**config.mk**
```make
export PLATFORM = sky130hd
export DESIGN_NAME = stepper_half_step_positioner
export DESIGN_NICKNAME = d
export VERILOG_FILES = /design/src/rtl/core/stp_pkg.sv /design/src/rtl/core/stp_div.sv /design/src/rtl/core/stepper_half_step_positioner.sv
export SDC_FILE = /design/constraint.sdc
export NUM_CORES = 1
export LEC_CHECK = 0
export ABC_AREA = 0
export BUFFER_PORTS_ARGS = -buffer_cell sky130_fd_sc_hd__clkbuf_2
export CAP_MARGIN = 20
export CORE_ASPECT_RATIO = 1.1
export CORE_MARGIN = 3
export CORE_UTILIZATION = 35
export DETAILED_ROUTE_END_ITERATION = 16
export GPL_TIMING_DRIVEN = 0
export PLACE_DENSITY = 0.52
export SLEW_MARGIN = 5
export SYNTH_ARGS = -nofsm -noshare
export SYNTH_HDL_FRONTEND = slang
export SYNTH_SLANG_ARGS = --single-unit
```
**constraint.sdc**
```tcl
create_clock -name clk -period 12.45 [get_ports clk]
set_input_delay 1.245 -clock clk [delete_from_list [all_inputs] [get_ports clk]]
set_output_delay 1.245 -clock clk [all_outputs]
set_load 0.005 [all_outputs]
```
**src/rtl/core/stp_pkg.sv**
```systemverilog
package stp_pkg;

  localparam int STEPS_PER_REV_DEF = 4096;
  localparam int US_PER_MIN        = 60000000;

  localparam logic [8:0]  DEG_MAX     = 9'd360;
  localparam logic [13:0] PERIOD_MAX  = 14'd16383;
  localparam logic [7:0]  SEQ_DIVISOR = 8'd45;
  localparam logic [18:0] SEQ_RECIP   = 19'd372828;
  localparam int          SEQ_SHIFT   = 18;
  localparam logic [7:0]  SPEED_RESET = 8'd10;
  localparam int          SEQ_W       = 10;
  localparam int          STEPS_W     = 13;
  localparam int          TICK_W      = 14;

  localparam logic FUNC_TICK = 1'b0;
  localparam logic FUNC_MOVE = 1'b1;

  typedef enum logic [1:0] {
    ST_IDLE,
    ST_PER_RUN,
    ST_DONE
  } state_t;

  function automatic logic [3:0] half_pattern(input logic [2:0] idx);
    logic [3:0] pat;
    case (idx)
      3'd0: pat = 4'd1;
      3'd1: pat = 4'd3;
      3'd2: pat = 4'd2;
      3'd3: pat = 4'd6;
      3'd4: pat = 4'd4;
      3'd5: pat = 4'd12;
      3'd6: pat = 4'd8;
      3'd7: pat = 4'd9;
      default: pat = 4'd0;
    endcase
    return pat;
  endfunction

endpackage

```
**src/rtl/core/stp_div.sv**
```systemverilog
module stp_div #(
  parameter int DW = 15
) (
  input  logic          clk,
  input  logic          rst_n,
  input  logic          start,
  input  logic [DW-1:0] dividend,
  input  logic [7:0]    divisor,
  output logic          done,
  output logic [DW-1:0] quotient
);

  localparam int CntW = $clog2(DW + 1);

  logic [DW-1:0]   dvd_r, dvd_nxt;
  logic [7:0]      rem_r, rem_nxt;
  logic [7:0]      dsr_r;
  logic [CntW-1:0] cnt_r;
  logic            done_r;
  logic [8:0]      trial;
  logic            ge;

  // restoring divider, one quotient bit per cycle
  always_comb begin
    trial   = {rem_r, dvd_r[DW-1]};
    ge      = (trial >= {1'b0, dsr_r});
    rem_nxt = ge ? 8'(trial - {1'b0, dsr_r}) : trial[7:0];
    dvd_nxt = {dvd_r[DW-2:0], ge};
  end

  always_ff @(posedge clk) begin
    if (!rst_n) begin
      cnt_r  <= '0;
      done_r <= 1'b0;
    end else if (start) begin
      cnt_r  <= CntW'(DW);
      done_r <= 1'b0;
    end else if (cnt_r != '0) begin
      cnt_r  <= cnt_r - 1'b1;
      done_r <= (cnt_r == CntW'(1));
    end else begin
      done_r <= 1'b0;
    end
  end

  always_ff @(posedge clk) begin
    if (start) begin
      dvd_r <= dividend;
      rem_r <= '0;
      dsr_r <= divisor;
    end else if (cnt_r != '0) begin
      dvd_r <= dvd_nxt;
      rem_r <= rem_nxt;
    end
  end

  assign done     = done_r;
  assign quotient = dvd_r;

endmodule

```
**src/rtl/core/stepper_half_step_positioner.sv**
```systemverilog
// a tick word or a refused or null move command gives its result in the cycle after accept
// a real move command waits in ST_PER_RUN for the one-bit-per-cycle divider to work out the
// step period, then commits in ST_DONE once the result register is free
// throughput: one word at a time, the next is taken once idle and the result register is free
// reset: synchronous active low; position 0, coils off, idle, speed 10 rpm
module stepper_half_step_positioner #(
  parameter int STEPS_PER_REV = stp_pkg::STEPS_PER_REV_DEF
) (
  input  logic       clk,
  input  logic       rst_n,
  input  logic       cfg_valid,
  output logic       cfg_ready,
  input  logic [7:0] cfg_speed_rpm,
  input  logic       in_valid,
  output logic       in_ready,
  input  logic       in_func,
  input  logic [8:0] in_target_angle,
  output logic       out_valid,
  input  logic       out_ready,
  output logic [3:0] out_coil_pattern,
  output logic       out_pattern_changed,
  output logic       out_busy_res,
  output logic       out_rejected,
  output logic [8:0] out_position
);

  localparam int BASE_TICKS = stp_pkg::US_PER_MIN / STEPS_PER_REV;
  localparam int BASE_W     = $clog2(BASE_TICKS + 1);
  localparam int DIV_W      = (BASE_W > 15) ? BASE_W : 15;
  localparam int PROD_W     = stp_pkg::SEQ_SHIFT + stp_pkg::SEQ_W;

  stp_pkg::state_t state_r, state_nxt;

  logic [7:0]                   speed_r;
  logic [8:0]                   pos_r, pos_nxt;
  logic [stp_pkg::STEPS_W-1:0]  steps_r, steps_nxt;
  logic [2:0]                   phase_r, phase_nxt;
  logic                         ccw_r, ccw_nxt;
  logic [stp_pkg::TICK_W-1:0]   tick_r, tick_nxt;
  logic [stp_pkg::TICK_W-1:0]   period_r, period_nxt;
  logic [3:0]                   coils_r, coils_nxt;
  logic                         moving_r, moving_nxt;
  logic [8:0]                   tgt_r;
  logic                         ccw_pend_r;
  logic [stp_pkg::SEQ_W-1:0]    seqs_r;

  logic       out_valid_r;
  logic [3:0] out_coil_r;
  logic       out_changed_r, out_busy_r, out_rej_r;
  logic [8:0] out_pos_r;

  logic                       acc, is_move, bad, start_move, out_free;
  logic                       div_start, load_res, commit;
  logic [DIV_W-1:0]           div_dvd, div_quo;
  logic [7:0]                 div_dsr, rpm_eff;
  logic                       div_done;
  logic [8:0]                 mag;
  logic [PROD_W-1:0]          seq_prod;
  logic [stp_pkg::TICK_W-1:0] tick_inc, period_sat;
  logic                       changed_nxt, rejected_nxt;

  assign cfg_ready = 1'b1;
  assign out_free  = !out_valid_r || out_ready;
  assign acc       = in_valid && in_ready;
  assign is_move   = (in_func == stp_pkg::FUNC_MOVE);
  assign bad       = (in_target_angle > stp_pkg::DEG_MAX) || moving_r;
  assign start_move = acc && is_move && !bad && (in_target_angle != pos_r);
  assign mag       = (in_target_angle > pos_r) ? 9'(in_target_angle - pos_r)
                                               : 9'(pos_r - in_target_angle);
  assign rpm_eff   = (speed_r == 8'd0) ? 8'd1 : speed_r;

  // floor(mag * 64 / 45) by reciprocal multiply
  assign seq_prod  = PROD_W'(mag) * PROD_W'(stp_pkg::SEQ_RECIP);

  assign div_dvd   = DIV_W'(BASE_TICKS);
  assign div_dsr   = rpm_eff;

  stp_div #(
    .DW(DIV_W)
  ) u_div (
    .clk      (clk),
    .rst_n    (rst_n),
    .start    (div_start),
    .dividend (div_dvd),
    .divisor  (div_dsr),
    .done     (div_done),
    .quotient (div_quo)
  );

  // next state
  always_comb begin
    state_nxt = state_r;
    case (state_r)
      stp_pkg::ST_IDLE:    if (start_move) state_nxt = stp_pkg::ST_PER_RUN;
      stp_pkg::ST_PER_RUN: if (div_done) state_nxt = stp_pkg::ST_DONE;
      stp_pkg::ST_DONE:    if (out_free) state_nxt = stp_pkg::ST_IDLE;
      default:             state_nxt = stp_pkg::ST_IDLE;
    endcase
  end

  // sequencer outputs
  always_comb begin
    in_ready  = 1'b0;
    div_start = 1'b0;
    load_res  = 1'b0;
    commit    = 1'b0;
    case (state_r)
      stp_pkg::ST_IDLE: begin
        in_ready  = out_free;
        div_start = start_move;
        load_res  = acc && !start_move;
      end
      stp_pkg::ST_PER_RUN: begin
      end
      stp_pkg::ST_DONE: begin
        commit   = out_free;
        load_res = out_free;
      end
      default: begin
      end
    endcase
  end

  always_comb begin
    if (div_quo > DIV_W'(stp_pkg::PERIOD_MAX)) begin
      period_sat = stp_pkg::PERIOD_MAX;
    end else if (div_quo == '0) begin
      period_sat = stp_pkg::TICK_W'(1);
    end else begin
      period_sat = div_quo[stp_pkg::TICK_W-1:0];
    end
  end

  assign tick_inc = tick_r + 1'b1;

  // state update
  always_comb begin
    pos_nxt      = pos_r;
    steps_nxt    = steps_r;
    phase_nxt    = phase_r;
    ccw_nxt      = ccw_r;
    tick_nxt     = tick_r;
    period_nxt   = period_r;
    coils_nxt    = coils_r;
    moving_nxt   = moving_r;
    changed_nxt  = 1'b0;
    rejected_nxt = acc && is_move && bad;
    if (acc && !is_move && moving_r) begin
      tick_nxt = tick_inc;
      if (tick_inc >= period_r) begin
        tick_nxt = '0;
        if (steps_r != '0) begin
          phase_nxt   = ccw_r ? 3'(phase_r + 3'd1) : 3'(phase_r - 3'd1);
          coils_nxt   = stp_pkg::half_pattern(phase_nxt);
          steps_nxt   = steps_r - 1'b1;
          changed_nxt = 1'b1;
        end else begin
          moving_nxt = 1'b0;
        end
      end
    end
    if (commit) begin
      pos_nxt     = tgt_r;
      ccw_nxt     = ccw_pend_r;
      phase_nxt   = ccw_pend_r ? 3'd0 : 3'd7;
      steps_nxt   = {seqs_r, 3'b000} - 1'b1;
      period_nxt  = period_sat;
      tick_nxt    = '0;
      moving_nxt  = 1'b1;
      coils_nxt   = stp_pkg::half_pattern(phase_nxt);
      changed_nxt = 1'b1;
    end
  end

  always_ff @(posedge clk) begin
    if (!rst_n) begin
      state_r     <= stp_pkg::ST_IDLE;
      speed_r     <= stp_pkg::SPEED_RESET;
      pos_r       <= '0;
      steps_r     <= '0;
      phase_r     <= '0;
      ccw_r       <= 1'b0;
      tick_r      <= '0;
      period_r    <= '0;
      coils_r     <= '0;
      moving_r    <= 1'b0;
      out_valid_r <= 1'b0;
    end else begin
      state_r  <= state_nxt;
      pos_r    <= pos_nxt;
      steps_r  <= steps_nxt;
      phase_r  <= phase_nxt;
      ccw_r    <= ccw_nxt;
      tick_r   <= tick_nxt;
      period_r <= period_nxt;
      coils_r  <= coils_nxt;
      moving_r <= moving_nxt;
      if (cfg_valid && cfg_ready) begin
        speed_r <= cfg_speed_rpm;
      end
      if (load_res) begin
        out_valid_r <= 1'b1;
      end else if (out_ready) begin
        out_valid_r <= 1'b0;
      end
    end
  end

  always_ff @(posedge clk) begin
    if (start_move) begin
      tgt_r      <= in_target_angle;
      ccw_pend_r <= (in_target_angle < pos_r);
      seqs_r     <= seq_prod[stp_pkg::SEQ_SHIFT +: stp_pkg::SEQ_W];
    end
    if (load_res) begin
      out_coil_r    <= coils_nxt;
      out_changed_r <= changed_nxt;
      out_busy_r    <= moving_nxt;
      out_rej_r     <= rejected_nxt;
      out_pos_r     <= pos_nxt;
    end
  end

  assign out_valid           = out_valid_r;
  assign out_coil_pattern    = out_coil_r;
  assign out_pattern_changed = out_changed_r;
  assign out_busy_res        = out_busy_r;
  assign out_rejected        = out_rej_r;
  assign out_position        = out_pos_r;

  a_period_nonzero: assert property (@(posedge clk) disable iff (!rst_n)
    moving_r |-> (period_r != '0))
    else $error("moving with zero step period");

  a_steps_need_move: assert property (@(posedge clk) disable iff (!rst_n)
    (steps_r != '0) |-> moving_r)
    else $error("steps left while not moving");

  a_pos_range: assert property (@(posedge clk) disable iff (!rst_n)
    pos_r <= stp_pkg::DEG_MAX)
    else $error("stored position above range");

  a_busy_no_ready: assert property (@(posedge clk) disable iff (!rst_n)
    (state_r != stp_pkg::ST_IDLE) |-> !in_ready)
    else $error("ready while a move is being set up");

  a_per_to_done: assert property (@(posedge clk) disable iff (!rst_n)
    (state_r == stp_pkg::ST_PER_RUN && div_done) |=> (state_r == stp_pkg::ST_DONE))
    else $error("move not committed after period divide");

endmodule

```
==> flow_summary.json, run 1 <==
{
  "status": "finished, final reports clean",
  "grt_setup_unrepaired": "no",
  "clock.fmax_mhz": 131.1,
  "period_share_pct": 61.25,
  "drc": 0,
  "grt_pass1_wl_mm": 36.05,
  "timing.final.hold_violations": 0,
  "fin_ws_ns": 4.824,
  "clock_path_buffers": 2,
  "fin_skew_ns": 0.01078,
  "p_switching_mw": 0.9089,
  "synth_area_leader_cell": "dfxtp_1",
  "drt_wl_total_mm": 21.05,
  "initial_utilization_pct": 36.00,
  "tightest_slew_ns": 0.8340,
  "ys_types": 61,
  "hold_class": "reg2reg",
  "synth_xor_area_share_pct": 4.690,
  "synth_fp_nets": 1201,
  "grt_start_max_net_pins": 30,
  "ir_worst_vdd_mv": 0.1485,
  "dp_hpwl_mm": 16.30,
  "die_h_um": 179.0,
  "dieArea_um2": 29230,
  "synth_edf_count": 44,
  "clock_latency_ns": 0.42,
  "power_frac_seq_pct": 28.6,
  "diodes": 0,
  "avgSynthCellArea_um2": 9.247,
  "antenna_found_initial": 0,
  "cts_buffers": 17,
  "ys_seq_area_share_pct": 34.47,
  "ant_nets": 0,
  "intPower_mw": 1.361,
  "netlist.area_leader.share_pct": 20.60,
  "area_growth_pct": 12.77,
  "synth_top_family_by_area": "adder cells",
  "startpoint_type": "primary input",
  "core_um2": 26450,
  "grt_overflow": 0,
  "cp.arrival_ns": 7.79,
  "vias": 7093,
  "post-place-ws_ns": 4.298,
  "cts.sinks": 142,
  "maxCapViolations": 0,
  "cp_max_fo": 8,
  "netSwitchingFraction_pct": 40.03,
  "chipWidth_um": 163.3,
  "worstSetupPathType": "in2reg",
  "period_minus_slack_ns": 7.626,
  "syn_area_um2": 9524,
  "syn_inst": 1030,
  "cts.reportedPaths.clkPinSlew_ns": 0.07,
  "root_buffer": "clkbuf_16",
  "ys_warn_count": 0,
  "cts_resized": 0,
  "async_flop_share_pct": 0,
  "leakage_nw": 4.888,
  "clkPwrFrac_pct": 21.5,
  "grt_pass1_vias": 7182,
  "vias_per_cell": 4.882,
  "setup_tns_ns": 0,
  "crit_required_ns": 12.61,
  "nFillCells": 2642,
  "postCtsSetupBuffers": 0,
  "synthMuxAreaShare_pct": 2.575,
  "synth_compound_area_share_pct": 12.90,
  "finalMaxSlewViolations": 0,
  "first_pass_iters": 7,
  "synthFlopType": "dfxtp_1",
  "cts_tree": "built",
  "htree_levels": 4,
  "pwr-share-comb_pct": 49.8,
  "gp_congestion": 0.8012,
  "rows": 62,
  "seq_area_um2": 3283,
  "drive_above_1_share_pct": 7.902,
  "power.density_nw_per_um2": 211.4,
  "slew_headroom_pct": 44.00,
  "synth-adder-area-share_pct": 22.44,
  "final_net_count": 1259,
  "portBuffers": 38,
  "multi_input_area_um2": 5582,
  "ys_seq_elements": 142,
  "grt_usage_pct": 15.29,
  "ios": 42,
  "cts_hold_repair.buffers": 0,
  "drt_iter0_drc": 349,
  "routedWlPerCell_um": 14.49,
  "crit_path_end_kind": "flop",
  "finalSetupViolations": 0,
  "synthTopCellsByArea": "dfxtp_1, ha_1, edfxtp_1",
  "yosys.area_share.simple_pct": 15.92
}
layer usage:
metal	wire, um	vias to the layer above	GRT usage (%)
met5	0	-	0
met4	235	0	3.842
met3	360	18	2.241
met2	10750	55	27.47
met1	9709	3371	19.27
li1	-	3649	-
synthesized netlist by cell type, drive strengths merged, types with 9 or more instances:
| cell | number |
|---|---|
| nand2 | 108 |
| and3 | 14 |
| inv | 122 |
| edfxtp | 44 |
| xnor2 | 22 |
| a21o | 27 |
| clkbuf | 39 |
| nor2 | 47 |
| nand3 | 26 |
| a21oi | 56 |
| nor4 | 11 |
| ha | 110 |
| nand3b | 11 |
| a211oi | 9 |
| xor2 | 29 |
| o311a | 14 |
| mux2i | 20 |
| nor2b | 15 |
| o21ai | 41 |
| dfxtp | 98 |
| and2 | 18 |
| fa | 38 |
| nand4 | 10 |
| nor3 | 23 |
cell families (layout without fill, tap and decap cells):
logic type / count (synthesis) / in the layout
buffers and inverters: 170 / 241
DFF: 142 / 142
other: 1 / 1
and+or+nand+nor: 306 / 306
adders and majority gates: 148 / 148
xor gates and xnor gates: 51 / 51
AOI/OAI and AO/OA: 188 / 188
muxes: 24 / 24
worst paths after layout:
path                                         startpoint                      end  slack (ns)  cells past startpoint
worst min register to register  steps_r[3]$_SDFFE_PN0P_  steps_r[3]$_SDFFE_PN0P_        0.49                      2
worst max-delay path                 in_target_angle[3]      seqs_r[9]$_DFFE_PP_        4.82                     25
worst min-delay path            steps_r[3]$_SDFFE_PN0P_  steps_r[3]$_SDFFE_PN0P_        0.49                      2
worst max register to register      pos_r[3]$_SDFF_PN0_      seqs_r[9]$_DFFE_PP_        5.51                     23
registers in the layout (all words and copies together) (netlist names), 2 cells and up:
register          cells
phase_r               3
u_div.rem_r           8
speed_r               8
u_div.cnt_r           4
seqs_r               10
u_div.dsr_r           8
steps_r              13
tgt_r                 9
coils_r               4
pos_r                 9
tick_r               14
out_position          9
out_coil_pattern      4
state_r               2
u_div.quotient       15
period_r             14
stage by stage:
stage	cell area [um^2]	hold WS [ns]	total power, mW	instances	utilization (%)
floorplan	9524	0.4408	1.532	1030	-
global placement	10150	0.4631	1.792	1420	38.39
detailed placement	10170	0.4736	1.803	1421	38.46
CTS	10740	0.4855	2.307	1453	40.60
global route	10740	0.5007	2.513	1453	40.60
finish	10740	0.4894	2.270	1453	40.60
cell type report:
cell class	count	share of cell area, %
plain buffers	47	1.887
clock buffers	17	3.961
clock inverters	15	1.305
inverters	123	4.299
multi-input cells	718	51.97
flip-flops and latches	142	30.57
well taps	352	4.101
repair buffers	39	1.911
power by group through the flow:
stage | Clock [mW] | Sequential, mW | Combinational, mW
floorplan | 0 | 0.640 | 0.892
global placement | 0 | 0.661 | 1.13
detailed placement | 0 | 0.661 | 1.14
CTS | 0.503 | 0.651 | 1.15
global route | 0.521 | 0.661 | 1.33
finish | 0.489 | 0.650 | 1.13
placed cells by master, fill, tap and decap left out, types with 7 or more instances in the layout:
cell,count
nor2_1,45
a211oi_1,9
o21ai_0,38
nand2_1,108
nand4_1,10
nor2b_1,15
nand3b_1,11
nor4_1,11
edfxtp_1,44
and2_1,18
dfxtp_1,98
a21oi_1,56
clkbuf_1,38
inv_1,122
mux2i_1,20
o311a_1,14
clkbuf_16,17
xnor2_1,22
fa_1,38
nand2b_1,7
clkbuf_2,39
xor2_1,29
a21o_1,27
ha_1,110
nand3_1,25
and3_1,14
nor3_1,23
critical path: stages:
cell      delay, ns
clkbuf_2       0.12
inv_1          0.05
ha_1           0.38
nand3_1        0.15
o22ai_1        0.20
nor4_1         0.09
o41a_1         0.49
nor2_4         0.26
mux2_2         0.40
xnor2_1        0.50
ha_1           0.36
inv_1          0.09
fa_1           0.54
inv_1          0.04
ha_1           0.30
fa_1           0.51
ha_1           0.31
nand4b_1       0.08
o211ai_1       0.12
a211oi_1       0.31
o21ai_0        0.25
a41o_1         0.36
a21o_1         0.19
o41ai_1        0.31
xnor2_1        0.11
(Power assumes the default switching activity.)
==> run 2: changes to the inputs <==
--- a/config.mk
+++ b/config.mk
@@ -13,7 +13,7 @@
 export CORE_UTILIZATION = 35
 export DETAILED_ROUTE_END_ITERATION = 16
 export GPL_TIMING_DRIVEN = 0
-export PLACE_DENSITY = 0.52
+export PLACE_DENSITY = 0.54
 export SLEW_MARGIN = 5
 export SYNTH_ARGS = -nofsm -noshare
 export SYNTH_HDL_FRONTEND = slang
==> constraint.sdc (replaced) <==
create_clock -name clk -period 6.7 [get_ports clk]
set_input_delay 0.67 -clock clk [delete_from_list [all_inputs] [get_ports clk]]
set_output_delay 0.67 -clock clk [all_outputs]
set_load 0.005 [all_outputs]
==> run 2 against run 1 <==
Register-to-register slack got worse by 5.1 ns. Combinational power rose by 90%. Routed wire length shrank 1.0%. Global-route usage is 0.28 points lower. Power up 85%. Count of clock-buffer cells in the layout is 1 higher. Clock power is 74% higher. Utilization rose by 0.60 points. First-iteration DRC count decreased by 1.4%.
==> flow_summary.json, run 2 (synthesis results as in run 1) <==
{
  "clock_latency_ns": 0.42,
  "core_um2": 26450,
  "grt_pass1_vias": 7210,
  "timing.final.hold_violations": 0,
  "routedWlPerCell_um": 14.27,
  "vias": 7107,
  "cts.sinks": 142,
  "cts.reportedPaths.clkPinSlew_ns": 0.06,
  "multi_input_area_um2": 5729,
  "placed_cells": 1421,
  "area_growth_pct": 14.44,
  "slew_headroom_pct": 51.74,
  "first_pass_iters": 5,
  "mostFrequentLayoutCells": "inv_1, nand2_1, ha_1, dfxtp_1, a21oi_1",
  "diodes": 0,
  "period_minus_slack_ns": 6.387,
  "die_h_um": 179.0,
  "grt_start_max_net_pins": 30,
  "status": "finished, final reports clean",
  "final_net_count": 1266,
  "cp_max_fo": 7,
  "rows": 62,
  "gp_congestion": 0.8127,
  "leakage_nw": 4.950,
  "finalNonFillerCells": 1460,
  "hold_class": "in2reg",
  "dp_hpwl_mm": 16.04,
  "antenna_found_initial": 0,
  "period_share_pct": 95.33,
  "dieArea_um2": 29230,
  "ant_nets": 0,
  "worstSetupPathType": "in2reg",
  "finalMaxSlewViolations": 0,
  "crit_required_ns": 6.88,
  "reg2regPathDepth": 23,
  "finalSetupViolations": 0,
  "htree_levels": 4,
  "root_buffer": "clkbuf_16",
  "seq_area_um2": 3283,
  "drt_iter0_drc": 344,
  "largest_reg_flops": 15,
  "power.density_nw_per_um2": 386.1,
  "nFillCells": 2645,
  "final_core_util_pct": 41.20,
  "drt_wl_total_mm": 20.83,
  "cts_buffers": 17,
  "cp.arrival_ns": 6.57,
  "ir_worst_vdd_mv": 0.2851,
  "chipWidth_um": 163.3,
  "grt_pass1_wl_mm": 35.33,
  "drc": 0,
  "portBuffers": 38,
  "crit_path_end_kind": "flop",
  "maxCapViolations": 0,
  "hold_slack_ns": 0.4620,
  "grt_overflow": 0,
  "startpoint_type": "primary input",
  "initial_utilization_pct": 36.00,
  "holdPathStages": 1,
  "cts_hold_repair.buffers": 0,
  "drive_above_1_share_pct": 10.11,
  "clock.fmax_mhz": 156.6,
  "grt_usage_pct": 15.01,
  "ios": 42,
  "setup_tns_ns": 0,
  "clock_path_buffers": 2,
  "tightest_slew_ns": 0.7239,
  "cts_tree": "built",
  "fin_skew_ns": 0.01126,
  "vias_per_cell": 4.868,
  "final_common_cell": "inv_1"
}
run 2: path summary, 6_finish.rpt:
kind / start / slack, ns / to
setup / recovery: in_target_angle[3] / 0.31 / seqs_r[8]$_DFFE_PP_
hold / removal: in_target_angle[5] / 0.46 / tgt_r[5]$_DFFE_PP_
setup reg to reg: pos_r[3]$_SDFF_PN0_ / 0.40 / seqs_r[8]$_DFFE_PP_
hold reg to reg: steps_r[3]$_SDFFE_PN0P_ / 0.47 / steps_r[3]$_SDFFE_PN0P_
run 2: what timing repair did:
item,4_1_cts,5_1_grt
endpoints found under the setup margin,5,6
pin swaps,1,6
setup buffers,1,6
resized for setup,7,18
run 2: power by group:
part / total [mW] / internal, mW / leakage [nW] / switching [mW]
clock network: 0.849 / 0.470 / 0.244 / 0.379
registers: 1.21 / 1.10 / 1.22 / 0.109
logic: 2.15 / 0.947 / 3.49 / 1.21
run 2: critical path: stages:
cell	delay, ns
clkbuf_2	0.12
inv_1	0.05
ha_2	0.38
nand3_1	0.15
o22ai_2	0.14
nor4_1	0.09
o41a_1	0.49
nor2_4	0.25
mux2_2	0.45
xnor2_4	0.17
ha_1	0.39
ha_1	0.30
inv_1	0.05
fa_1	0.50
inv_1	0.05
fa_1	0.48
ha_1	0.34
nand4b_1	0.11
o211ai_1	0.14
a211oi_2	0.29
o21ai_2	0.13
a41o_1	0.25
a211o_1	0.32
a21oi_2	0.17
xnor2_1	0.07
run 2: area by class of cell:
class                      count  share of cell area, %
clock buffer                  18                  3.938
sequential                   142                  30.12
tap                          352                  4.041
clock inverter                14                 0.8725
inverter                     123                  4.236
buffer                        47                  1.860
multi-input combinational    718                  52.57
timing repair buffer          46                  2.365
run 2: per-layer routing:
metal | track usage [%] | vias up | routed length (um)
li1 | - | 3671 | -
met1 | 19.06 | 3366 | 9742
met2 | 26.53 | 51 | 10450
met3 | 2.726 | 19 | 420
met4 | 3.525 | 0 | 223
met5 | 0 | - | 0
run 2: through the flow:
stage | worst slack [ns] | power (mW) | cell area (um^2)
4_1_cts | 0.009848 | 4.205 | 10760
2_1_floorplan | 0.2301 | 2.847 | 9524
3_5_place_dp | -0.7084 | 3.332 | 10170
3_3_place_gp | -0.6945 | 3.300 | 10150
5_1_grt | -0.01618 | 4.686 | 10900
6_report | 0.3127 | 4.208 | 10900
==> run 3: changes to the inputs <==
--- a/config.mk
+++ b/config.mk
@@ -7,7 +7,7 @@
 export LEC_CHECK = 0
 export ABC_AREA = 0
 export BUFFER_PORTS_ARGS = -buffer_cell sky130_fd_sc_hd__clkbuf_2
-export CAP_MARGIN = 20
+export CAP_MARGIN = 15
 export CORE_ASPECT_RATIO = 1.1
 export CORE_MARGIN = 3
 export CORE_UTILIZATION = 35
@@ -17,4 +17,5 @@
 export SLEW_MARGIN = 5
 export SYNTH_ARGS = -nofsm -noshare
 export SYNTH_HDL_FRONTEND = slang
+export SYNTH_HIERARCHICAL = 1
 export SYNTH_SLANG_ARGS = --single-unit
==> run 3 against run 2 <==
Non-clock buffer count shrank 3. Critical endpoint is now seqs_r[9]$_DFFE_PP_. Combinational power is essentially flat. Clock skew grew 0.0012 ns. Sequential power grew 4%. Largest cell class unchanged. Hold slack gained 0.0061 ns. Register-to-register slack gained 0.09 ns. Utilization grew 0.23 points. Via count shrank 0.66%.
==> flow_summary.json, run 3 <==
{
  "status": "finished, final reports clean",
  "drt_wl_total_mm": 20.91,
  "synth_edf_count": 59,
  "antenna_found_initial": 1,
  "cts_tree": "built",
  "synth-adder-area-share_pct": 21.89,
  "grt_use_met3_pct": 2.046,
  "die_h_um": 180.6,
  "largest_reg_flops": 15,
  "drc": 0,
  "use_met2_pct": 25.83,
  "synth_xor_area_share_pct": 4.152,
  "setup_tns_ns": 0,
  "grt_overflow": 0,
  "vias_per_cell": 4.869,
  "rows": 63,
  "area_growth_pct": 15.78,
  "final_net_count": 1249,
  "startpoint_type": "primary input",
  "finalNonFillerCells": 1450,
  "drive_above_1_share_pct": 13.46,
  "cts_buffers": 17,
  "drt_iter0_drc": 261,
  "grt-busiest-layer": "met2",
  "period_share_pct": 94.60,
  "dieArea_um2": 29760,
  "grt_start_max_net_pins": 18,
  "mostFrequentLayoutCells": "inv_1, ha_1, dfxtp_1, nor2_1, nand2_1",
  "ys_types": 83,
  "dp_hpwl_mm": 16.53,
  "cp.arrival_ns": 6.51,
  "slew_headroom_pct": 43.26,
  "grt_use_met1_pct": 17.69,
  "synthTopCellsByArea": "edfxtp_1, dfxtp_1, ha_1",
  "placed_cells": 1405,
  "ios": 42,
  "core_um2": 27120,
  "chipWidth_um": 164.8,
  "hold_path_end": "tgt_r[4]$_DFFE_PP_",
  "rr_startpoint": "pos_r[2]$_SDFF_PN0_",
  "finalSetupViolations": 0,
  "synth_area_leader_cell": "edfxtp_1",
  "power.density_nw_per_um2": 390.1,
  "hold_class": "in2reg",
  "crit_path_end_kind": "flop",
  "initial_utilization_pct": 35.79,
  "holdCritStartpoint": "in_target_angle[4]",
  "synthMuxAreaShare_pct": 3.971,
  "cts.sinks": 142,
  "slowest_delay_ns": 0.54,
  "period_minus_slack_ns": 6.339,
  "path_common_cell": "inv_1",
  "yosys.area_share.simple_pct": 14.26,
  "syn_inst": 992,
  "grt_pass1_vias": 7180,
  "r2r-end": "seqs_r[9]$_DFFE_PP_",
  "grt_pass1_wl_mm": 34.97,
  "maxCapViolations": 0,
  "r2r_slack_ns": 0.49,
  "first_pass_iters": 4,
  "ys_seq_area_share_pct": 35.38,
  "portBuffers": 39,
  "async_flop_share_pct": 0,
  "crit_required_ns": 6.87,
  "clock_path_buffers": 2,
  "leakage_nw": 4.879,
  "synthTopCellsByCount": "inv_1, ha_1, dfxtp_1, nor2_1, nand2_1",
  "cp_max_fo": 6,
  "startpoint": "in_target_angle[1]",
  "hold_slack_ns": 0.4681,
  "synth_top_family_by_area": "adder cells",
  "ys_warn_count": 6,
  "ys_seq_elements": 142,
  "fin_skew_ns": 0.01248,
  "gp_congestion": 0.7972,
  "htree_levels": 4,
  "clock.fmax_mhz": 157.8,
  "syn_area_um2": 9704,
  "final_common_cell": "inv_1",
  "synth.most_common_cell": "inv_1",
  "cts.reportedPaths.clkPinSlew_ns": 0.07,
  "worstSetupPathType": "in2reg",
  "root_buffer": "clkbuf_16",
  "synth_compound_area_share_pct": 13.98,
  "reg2regPathDepth": 24,
  "worst_path_max_delay_cell": "fa_1",
  "power_mw": 4.383,
  "synthFlopType": "dfxtp_1",
  "clock_latency_ns": 0.42,
  "avgSynthCellArea_um2": 9.783,
  "netlist.area_leader.share_pct": 18.26,
  "holdPathStages": 1,
  "ant_nets": 0,
  "finalMaxSlewViolations": 0,
  "vias": 7060,
  "routedWlPerCell_um": 14.42,
  "grt_usage_pct": 14.51,
  "tightest_slew_ns": 0.8465,
  "ir_worst_vdd_mv": 0.2870,
  "timing.final.hold_violations": 0
}
-- run 3: changes by cell type in the layout (fill, tap and decap cells not counted), moves of 10 or more --
| cell | before | now |
|---|---|---|
| conb_1 | 1 | 16 |
| dfxtp_1 | 98 | 83 |
| edfxtp_1 | 44 | 59 |
| mux2_2 | 4 | 18 |
| nand2_1 | 108 | 60 |
| nor2_1 | 45 | 65 |
| o22ai_1 | 1 | 11 |
| o311a_1 | 14 | 4 |
| xor2_1 | 27 | 17 |
-- run 3: worst max-delay path by stage --
stage               depth (start not counted)                         to  slack (ns)
global route                               27        seqs_r[9]$_DFFE_PP_       -0.02
CTS                                        25        seqs_r[9]$_DFFE_PP_        0.01
global placement                            7  out_position[1]$_DFFE_PP_       -0.58
floorplan                                  25        seqs_r[9]$_DFFE_PP_        0.33
finish                                     27        seqs_r[9]$_DFFE_PP_        0.36
detailed placement                         26        seqs_r[9]$_DFFE_PP_       -0.57
-- run 3: stage by stage --
| step | setup WS (ns) | utilization [%] | area (um^2) |
|---|---|---|---|
| after floorplan | 0.3274 | - | 9757 |
| after global placement | -0.5795 | 38.35 | 10400 |
| after detailed placement | -0.5684 | 38.55 | 10450 |
| after CTS | 0.01193 | 40.85 | 11080 |
| after global routing | -0.01921 | 41.44 | 11240 |
| final | 0.3615 | 41.44 | 11240 |
-- run 3: where the power goes --
part | internal, mW | switching, mW
clock | 0.588 | 0.373
sequential | 1.14 | 0.117
combinational | 0.990 | 1.17
-- run 3: layout make-up --
class / instances / area [um^2]
Multi-Input combinational cell: 707 / 5819
Buffer: 36 / 156.4
Fill cell: 2735 / 15880
Clock buffer: 19 / 432.9
Inverter: 121 / 454.2
Clock inverter: 13 / 166.4
Sequential cell: 142 / 3433
Tap cell: 357 / 446.7
Antenna cell: 1 / 2.502
Timing Repair Buffer: 54 / 324.1
-- run 3: kinds of logic (layout without fill, tap and decap cells) --
kind of cell	count (synthesis)	count (layout)
XOR/XNOR	46	46
buffers and inverters	157	243
AND/OR/NAND/NOR	259	259
other	2	17
adder cells (fa/ha/maj)	147	147
multiplexers	35	35
AO/OA/AOI/OAI	204	204
flip-flops	142	142
-- run 3: timing repair --
action	4_1_cts	5_1_grt
endpoints found under the setup margin	2	6
pin swaps	0	7
resized for setup	3	12
buffers inserted	0	12
hold buffers	0	0
-- run 3: critical path, delay by kind of cell --
kind	cells	cell delay [ns]
fa+ha+maj	6	2.25
simple gates	3	0.45
mux	1	0.22
buf+inv	6	0.74
xor+xnor	2	0.20
compound gates	9	1.96
-- run 3: per-layer routing --
metal | part of all wire (%) | vias to the layer above
met5 | 0 | -
met4 | 2.1 | 0
met3 | 1.9 | 25
met2 | 52 | 78
met1 | 44 | 3321
li1 | - | 3636
